## src/rtl/rs_pkg.sv

```systemverilog
package rs_pkg;

    localparam int POS_W      = 32;
    localparam int RND_W      = 31;
    localparam int CAP_W      = 11;
    localparam int KEY_PORT_W = 32;
    localparam int RIDX_W     = 10;

    localparam int DEF_MAX_SLOTS = 1024;
    localparam int DEF_KEY_WIDTH = 32;

    localparam logic [CAP_W-1:0] CAP_RESET = 11'd1024;

    typedef enum logic
    {
        OP_INSERT = 1'b0,
        OP_READ   = 1'b1
    } op_t;

    typedef enum logic [2:0]
    {
        S_IDLE,
        S_DECIDE,
        S_DIV,
        S_FETCH,
        S_EMIT
    } seq_state_t;

endpackage

```

## src/rtl/rs_divider.sv

```systemverilog
module rs_divider (
    input  logic                     clk,
    input  logic                     rst_n,
    input  logic                     start,
    input  logic [rs_pkg::RND_W-1:0] dividend,
    input  logic [rs_pkg::POS_W:0]   divisor,
    output logic                     done,
    output logic [rs_pkg::POS_W-1:0] remainder
);

    import rs_pkg::*;

    localparam int CNT_W = $clog2(RND_W);
    localparam logic [CNT_W-1:0] CNT_LAST = CNT_W'(RND_W - 1);

    logic             run_reg, run_next;
    logic             done_reg, done_next;
    logic [CNT_W-1:0] cnt_reg, cnt_next;
    logic [RND_W-1:0] dvd_reg, dvd_next;
    logic [POS_W-1:0] rem_reg, rem_next;
    logic [POS_W:0]   dsr_reg, dsr_next;

    logic [POS_W:0] trial;
    logic [POS_W:0] diff;

    assign trial = {rem_reg, dvd_reg[RND_W-1]};
    assign diff  = trial - dsr_reg;

    always_comb
    begin
        run_next  = run_reg;
        done_next = 1'b0;
        cnt_next  = cnt_reg;
        dvd_next  = dvd_reg;
        rem_next  = rem_reg;
        dsr_next  = dsr_reg;
        if (start)
        begin
            run_next = 1'b1;
            cnt_next = '0;
            dvd_next = dividend;
            rem_next = '0;
            dsr_next = divisor;
        end
        else if (run_reg)
        begin
            // shift in one dividend bit, subtract when it fits
            rem_next = (trial >= dsr_reg) ? diff[POS_W-1:0] : trial[POS_W-1:0];
            dvd_next = {dvd_reg[RND_W-2:0], 1'b0};
            cnt_next = cnt_reg + 1'b1;
            if (cnt_reg == CNT_LAST)
            begin
                run_next  = 1'b0;
                done_next = 1'b1;
            end
        end
    end

    always_ff @(posedge clk or negedge rst_n)
    begin
        if (!rst_n)
        begin
            run_reg  <= 1'b0;
            done_reg <= 1'b0;
            cnt_reg  <= '0;
        end
        else
        begin
            run_reg  <= run_next;
            done_reg <= done_next;
            cnt_reg  <= cnt_next;
        end
    end

    always_ff @(posedge clk)
    begin
        dvd_reg <= dvd_next;
        rem_reg <= rem_next;
        dsr_reg <= dsr_next;
    end

    assign done      = done_reg;
    assign remainder = rem_reg;

endmodule

```

## config.mk

```make
export PLATFORM = sky130hd
export DESIGN_NAME = rs_divider
export DESIGN_NICKNAME = d
export VERILOG_FILES = /design/src/rtl/rs_pkg.sv /design/src/rtl/rs_divider.sv
export SDC_FILE = /design/constraint.sdc
export NUM_CORES = 1
export LEC_CHECK = 0
export CELL_PAD_IN_SITES_DETAIL_PLACEMENT = 2
export CELL_PAD_IN_SITES_GLOBAL_PLACEMENT = 2
export CORE_ASPECT_RATIO = 0.8
export CORE_MARGIN = 1
export CORE_UTILIZATION = 44
export CTS_CLUSTER_DIAMETER = 80
export DETAILED_ROUTE_END_ITERATION = 6
export DONT_BUFFER_PORTS = 1
export GPL_ROUTABILITY_DRIVEN = 0
export GPL_TIMING_DRIVEN = 1
export PLACE_DENSITY = 0.87
export SKIP_LAST_GASP = 1
export SYNTH_ARGS = -nofsm -noshare
export SYNTH_HDL_FRONTEND = slang
export SYNTH_SLANG_ARGS = --single-unit
```

## constraint.sdc

```tcl
create_clock -name clk -period 6.8 [get_ports clk]
set_clock_uncertainty 0.05 [all_clocks]
set_input_delay 1.36 -clock clk [delete_from_list [all_inputs] [get_ports clk]]
set_output_delay 1.36 -clock clk [all_outputs]
set_load 0.005 [all_outputs]
```

# == Word level (Yosys, flattened, before mapping) ==
# Index checks and enable logic that the tools add are counted.
# totals
regBits,103
elab_cells,22
input_bits,67
# classes
mux,11
n_eq_ne,1
n_lt_le_gt_ge,1
n_reduce_logical,1
add_sub_neg,2
# op_table
operator,n
2-to-1 mux 31 bit,2
greater-or-equal comparator 33 bit,1
2-to-1 mux 32 bit,1
subtractor 32 bit,1
2-to-1 mux 5 bit,2
2-to-1 mux 1 bit,6
"adder 5 x 1 -> 5 bit, second input constant",1
"== test 5 bit, second input constant",1
nonzero test 2 bit,1

# == Logic depth before layout (Yosys ltp) ==
# Gate-level depths: netlist of the first run.
# depth
depth_word,4
ltp_mapped,13

# == Worst setup path after synthesis of the first run ==
# OpenSTA, ideal clock, no wires.
# synth_path
path_kind,in2reg
start,input port start
end,"register dvd_reg[0], enable pin"
path_stages,3
n_path_buf,2
required_ps,6376
setup_slack_ps,3996
arrival_time_ps,2380
cell_sequence,clkbuf_1 > clkbuf_1 > or2_2
# synth_via
elab_chain_len,1
# synth_rtl
element,line,rtl
"start, declared",rs_divider.sv:4,"input logic start,"
nonzero test 2 bit (no source line),n/a,
"end signal, assigned",rs_divider.sv:77,dvd_reg <= dvd_next;
"end, declared",rs_divider.sv:19,"logic [RND_W-1:0] dvd_reg, dvd_next;"
# Every way passes these cells.
# A chain may end at the register's enable or synchronous reset.

# == Worst setup path in the final report of the first run ==
# layout_path
start,"register rem_reg[25], in the netlist remainder[25]"
end,"register rem_reg[9], in the netlist remainder[9]"
# layout_via
elab_chain_len,2
# layout_rtl
element,line,rtl
"start, declared",rs_divider.sv:20,"logic [POS_W-1:0] rem_reg, rem_next;"
"start signal, assigned",rs_divider.sv:78,rem_reg <= rem_next;
greater-or-equal comparator 33 bit,rs_divider.sv:48,rem_next = (trial >= dsr_reg) ? diff[POS_W-1:0] : trial[POS_W-1:0];
2-to-1 mux 32 bit,rs_divider.sv:48,
# Every way passes these cells.

==> metrics.txt, run 1 <==
count of input and output buffers 0; Hold Violations, Final 0; Fmax 0.258 GHz; CP cell instances ha_1 > and4_4 > and3_1 > and3_4 > nand4_1 > a31oi_2 > a21o_1 > buf_4 > o211ai_1 > a311oi_1; met1 Use GR 34.7%; Critical-path top delay cell a21o_1; grt met2 use 45.8%; Area growth syn-to-layout 5.72%; largest net degree at the start of global routing 114; Placed Instances 767; final setup fails 0; Clock Latency Late Sink 0.36 ns; gr usage total 27.3%; Most used DFF post-synth edfxtp_1; number of remaining DRC errors 0; Least-Margin Pin Slew 1.01 ns; CTS root buf clkbuf_16; DRT antenna net count 0; routed len/inst 24.9 um; die area 0.0149 sq mm; Req. time, crit path 7.02 ns; global route hottest layer met2; DR pass1 iterations 4; synthesized net count 724; Seq cells post-synth 103; TritonCTS Buffers 9; max-slew violations 0; first-pass GRT wire length 30800 um; I/O pin cnt 100; Post CTS Setup Buffer Count 0; non-filler cells, final 784; WL final 19600 um; # nets final 701; Die X 136 um; vias per inst 6.38; Site Rows 38; Cell Area, Synth 0.00636 sq mm; status finished, final reports clean; Post-DP Area 0.00639 sq mm; Post-synth ARST share 6.80%; Synth Instances 621; LEAKAGE 2.74 nW; R2R setup slack 2.93 ns; Design Power 1.43 mW; Avg Cell Area, Syn 10.2 sq um; Core Util, Final 48.6%; CTS sink count 103; Worst setup EP type flip-flop; Pwr per Cell Area 213 mW/mm^2; share of layout cells above drive strength 1 13.8%; Max FO, Critical Path 15; CP Launch Type flip-flop; crit path time final 3.87 ns; Crit Path Class flip-flop to flip-flop; TritonCTS clock tree built; Initial Util 46.0%; Hold WC Path Type flip-flop to flip-flop; Period Utilization, post-route 56.9%; VDD IR max 120 uV; met3 Use GR 5.12%; max_cap viols 0; Yosys cell types 72; CTS HTree Levels 3; Design Area, Final 0.00672 sq mm; clock-pin slew on the worst setup and hold paths 0.08 ns; total core area 0.0138 sq mm; Setup WS pre-CTS 3.08 ns; Post-synth EDFFs 64; crit path DAT 4.09 ns; number of gates resized after cts 0; Initial DRC Count 334; Longest Clk Path Bufs 2; Largest register FFs 33; max incr delay on CP 0.64 ns; final worst slack 2.93 ns; final hold slack 0.504 ns; DR vias 5001; Worst Path Buf+Inv 1; detailed-placement wirelength estimate 13500 um; Fin Setup TNS 0 ns; yosys warns 0; Die Ht 110 um; RSZ-0062 raised after global routing false; vias in the first global route 5512; post-cts hold buffer count 0; sequential area share after synthesis 43.0%; relative slew slack 32.4%; CP delay by family, top compound AO/OA/AOI/OAI gates; global route overflow 0; initial antenna violation count 1
[cell usage after synthesis, types with 5 or more instances]
master,n,area [sq um]
and3_1,5,31.3
nor2_1,45,169
o21a_1,5,37.5
nor3_1,7,35.0
nand3_1,24,120
xnor2_1,13,114
dfxtp_1,32,641
buf_6,8,90.1
o21ai_2,10,87.6
ha_1,35,438
o21ai_0,11,55.1
nor2b_1,8,50.1
mux2_2,30,338
a311oi_1,20,175
edfxtp_1,64,1920
a31oi_1,10,62.6
o21ai_1,15,75.1
buf_2,8,40.0
nand2_1,34,128
nand4_1,12,75.1
nand2b_1,5,31.3
a21oi_1,22,110
dfrtp_1,7,175
o211ai_1,12,90.1
nor3b_1,7,52.6
a211oi_1,5,37.5
a21o_1,20,150
inv_1,42,158
clkbuf_1,18,67.6
xor2_1,11,96.3
[area by class of cell]
class / instances / area [sq um]
fill: 1416 / 7110
multi-input combinational: 438 / 3240
sequential: 103 / 2740
clock buffer: 9 / 225
tap: 180 / 225
inverter: 42 / 158
clock inverter: 7 / 104
timing repair buffer: 4 / 30.0
antenna: 1 / 2.50
[placed cells by master (no fill, tap or decap), types with 4 or more instances in the layout]
| master | synthesis | routed |
|---|---|---|
| dfxtp_1 | 32 | 32 |
| xor2_1 | 11 | 11 |
| a21oi_1 | 22 | 22 |
| and4_1 | 4 | 4 |
| o21ai_0 | 11 | 11 |
| a21oi_2 | 4 | 4 |
| o2111ai_1 | 4 | 4 |
| nor2_1 | 45 | 45 |
| and3_1 | 5 | 5 |
| nand2b_1 | 5 | 5 |
| a211oi_1 | 5 | 5 |
| ha_1 | 35 | 35 |
| a21o_1 | 20 | 20 |
| a311o_1 | 4 | 4 |
| clkbuf_16 | 0 | 9 |
| nor3b_1 | 7 | 7 |
| a31oi_1 | 10 | 10 |
| a311oi_1 | 20 | 20 |
| inv_1 | 42 | 42 |
| nor3_1 | 7 | 7 |
| nand2_1 | 34 | 34 |
| edfxtp_1 | 64 | 64 |
| o21ai_1 | 15 | 15 |
| o21ai_2 | 10 | 10 |
| dfrtp_1 | 7 | 6 |
| o211ai_1 | 12 | 12 |
| nor2b_1 | 8 | 8 |
| o21a_1 | 5 | 5 |
| nand4_1 | 12 | 12 |
| nand3_1 | 24 | 24 |
| or3_1 | 4 | 4 |
| xnor2_1 | 13 | 13 |
| buf_4 | 0 | 4 |
| o21bai_1 | 4 | 4 |
| mux2_2 | 30 | 30 |
[report_power, final]
group	total [mW]	internal, mW	switching [mW]
combinational	0.140	0.0599	0.0804
sequential	0.721	0.705	0.0157
clock	0.569	0.274	0.295
[logic make-up (layout without fill, tap and decap cells)]
logic type               after synthesis  count (layout)  synth area share, %
AND/OR/NAND/NOR                      174             174                 14.3
flip-flops                           103             103                 43.0
XOR/XNOR                              24              24                 3.31
AO/OA/AOI/OAI                        172             172                 20.5
buffers and inverters                 80              62                 6.00
other                                  0               1                    0
adder cells (fa/ha/maj)               36              36                 7.20
multiplexers                          32              32                 5.63
[final timing paths]
path	from	depth (start not counted)	endpoint
max	remainder[25]	10	remainder[9]
min	dvd_reg[3]	1	dvd_reg[4]
min reg2reg	dvd_reg[3]	1	dvd_reg[4]
max reg2reg	remainder[25]	10	remainder[9]
max in group asynchronous	rst_n	0	run_reg
min in group asynchronous	rst_n	0	cnt_reg[2]
[per-layer routing]
metal  share of wire [%]  vias up
met3                 4.6       31
met5                   0        -
met4                 2.1        0
met1                  44     2534
met2                  50      146
li1                    -     2290
[worst register-to-register path, cell delays in order, from the launching register on]
cell,delay [ns]
dfxtp_1,0.39
ha_1,0.55
and4_4,0.32
and3_1,0.19
and3_4,0.21
nand4_1,0.22
a31oi_2,0.29
a21o_1,0.64
buf_4,0.43
o211ai_1,0.20
a311oi_1,0.30
No activity file was read; power rests on OpenSTA's default activity.
==> run 2, diff against run 1 <==
--- a/config.mk
+++ b/config.mk
@@ -9,13 +9,13 @@
 export CELL_PAD_IN_SITES_GLOBAL_PLACEMENT = 2
 export CORE_ASPECT_RATIO = 0.8
 export CORE_MARGIN = 1
-export CORE_UTILIZATION = 44
+export CORE_UTILIZATION = 41
 export CTS_CLUSTER_DIAMETER = 80
 export DETAILED_ROUTE_END_ITERATION = 6
 export DONT_BUFFER_PORTS = 1
 export GPL_ROUTABILITY_DRIVEN = 0
 export GPL_TIMING_DRIVEN = 1
-export PLACE_DENSITY = 0.87
+export PLACE_DENSITY = 0.82
 export SKIP_LAST_GASP = 1
 export SYNTH_ARGS = -nofsm -noshare
 export SYNTH_HDL_FRONTEND = slang
==> constraint.sdc (replaced) <==
create_clock -name clk -period 3.8 [get_ports clk]
set_clock_uncertainty 0.05 [all_clocks]
set_input_delay 0.76 -clock clk [delete_from_list [all_inputs] [get_ports clk]]
set_output_delay 0.76 -clock clk [all_outputs]
set_load 0.005 [all_outputs]
==> run 2 against run 1 <==
Wire length shrank 8.4%. Clock power grew 69%. Sequential power grew 79%. Sequential share of layout area shrank 0.26 points. Global-route usage shrank 4.0 points. Hold slack lost 0.48 ns. Design area grew 0.63%. Largest cell class unchanged. Highest routed layer unchanged.
==> metrics.txt, run 2 (synthesis results as in run 1) <==
Fin Setup TNS 0 ns; total core area 0.0151 sq mm; post-cts hold buffer count 0; routed len/inst 21.9 um; DRT antenna net count 0; # nets final 704; count of input and output buffers 0; non-filler cells, final 816; I/O pin cnt 100; max-slew violations 0; clock-pin slew on the worst setup and hold paths 0.08 ns; Site Rows 40; TritonCTS Buffers 9; DR vias 4879; CTS sink count 103; CTS root buf clkbuf_16; Area growth syn-to-layout 6.39%; Placed Instances 800; Fmax 0.292 GHz; most common cell after layout, fill and taps aside edfxtp_1; Largest register FFs 33; LEAKAGE 2.74 nW; Req. time, crit path 4.01 ns; VDD IR max 207 uV; switching share of total power 26.2%; Initial Util 42.2%; Die X 141 um; vias in the first global route 5306; first-pass GRT wire length 28900 um; R2R setup slack 0.38 ns; TritonCTS clock tree built; die area 0.0160 sq mm; max incr delay on CP 0.66 ns; Longest Clk Path Bufs 2; Pwr per Cell Area 368 mW/mm^2; clock power share 38.5%; Crit Path Class flip-flop to flip-flop; crit path DAT 3.63 ns; largest net degree at the start of global routing 114; Sw Pwr 653 uW; relative slew slack 50.0%; Least-Margin Pin Slew 0.750 ns; gr usage total 23.3%; diode count 0; Max FO, Critical Path 5; number of remaining DRC errors 0; Die Ht 113 um; status finished, final reports clean; Initial DRC Count 223; final worst slack 0.377 ns; number of gates resized after cts 0; R2R Path End remainder[26]; detailed-placement wirelength estimate 12800 um; critical path's most frequent cell inv_1; Clock Latency Late Sink 0.37 ns; Hold WC Path Type input pin to async pin; Critical-path top delay cell o31ai_1; final setup fails 0; Post CTS Setup Buffer Count 0; global route overflow 0; most frequent cells in the layout edfxtp_1 (64), nor2_1 (45), inv_1 (42); Worst setup EP type flip-flop; CTS HTree Levels 3; Setup WS pre-CTS 0.511 ns; Hold Violations, Final 0; vias per inst 5.98; crit path time final 3.42 ns; internal power 1.84 mW; R2R Path Start dvd_reg[30]; WL final 17900 um; CP Launch Type flip-flop; Period Utilization, post-route 90.1%; RSZ-0062 raised after global routing false; share of layout cells above drive strength 1 14.2%; initial antenna violation count 0; DR pass1 iterations 4; Comb power frac 9.7%; share of power burned in registers 51.7%; max_cap viols 0; CP cell instances inv_1 > ha_1 > inv_1 > fa_1 > a211oi_1 > o21ai_1 > o211ai_1 > a31oi_1 > o31ai_1 > xnor2_1 > a311o_1; reg2reg path depth 11
run 2: changes by cell type in the layout (fill, tap and decap cells not counted), sizes merged:
cell,change
inv,-3
clkinv,+1
clkinvlp,+2
diode,-1
buf,+3
run 2: power by group through the flow:
| stage | clock network [mW] | logic (mW) | registers, mW |
|---|---|---|---|
| floorplan | 0 | 0.202 | 1.30 |
| global placement | 0 | 0.224 | 1.31 |
| detailed placement | 0 | 0.239 | 1.32 |
| CTS | 0.977 | 0.244 | 1.29 |
| global route | 1.01 | 0.267 | 1.30 |
| finish | 0.960 | 0.242 | 1.29 |
run 2: per-layer routing:
layer  part of all wire [%]  track usage [%]
met5                      0                0
met4                    1.6             7.75
met3                    4.4             5.37
met2                     49             40.0
met1                     45             28.9
run 2: metrics by stage:
| step | util [%] | hold slack [ns] | area, sq um | power [mW] |
|---|---|---|---|---|
| global route | 44.9 | 0.00448 | 6770 | 2.57 |
| floorplan | - | 0.414 | 6360 | 1.50 |
| detailed placement | 42.8 | 0.415 | 6450 | 1.55 |
| CTS | 44.9 | 0.0130 | 6770 | 2.51 |
| finish | 44.9 | 0.0241 | 6770 | 2.49 |
| global placement | 42.8 | 0.415 | 6450 | 1.53 |
run 2: worst max path at each step:
stage / from / to / cells past startpoint
4_1_cts: dvd_reg[30] / remainder[26] / 11
3_5_place_dp: dvd_reg[30] / remainder[26] / 11
3_3_place_gp: dvd_reg[30] / remainder[26] / 11
2_1_floorplan: dvd_reg[30] / remainder[16] / 12
5_1_grt: dvd_reg[30] / remainder[26] / 11
6_report: dvd_reg[30] / remainder[26] / 11
run 2: layout make-up:
type,instances,area [sq um]
clock buffers,9,225
clock inverters,7,88.8
fillers,1563,8300
inverters,42,158
multi-input cells,438,3240
flip-flops and latches,103,2740
well taps,210,263
repair buffers,7,52.6
run 2: worst max-delay path, delay by kind of cell, from the launching register on:
kind	cells	cell delay (ns)
adder cells (fa/ha/maj)	2	0.61
buffers and inverters	2	0.17
flip-flops	1	0.43
AO/OA/AOI/OAI	6	1.91
XOR/XNOR	1	0.13
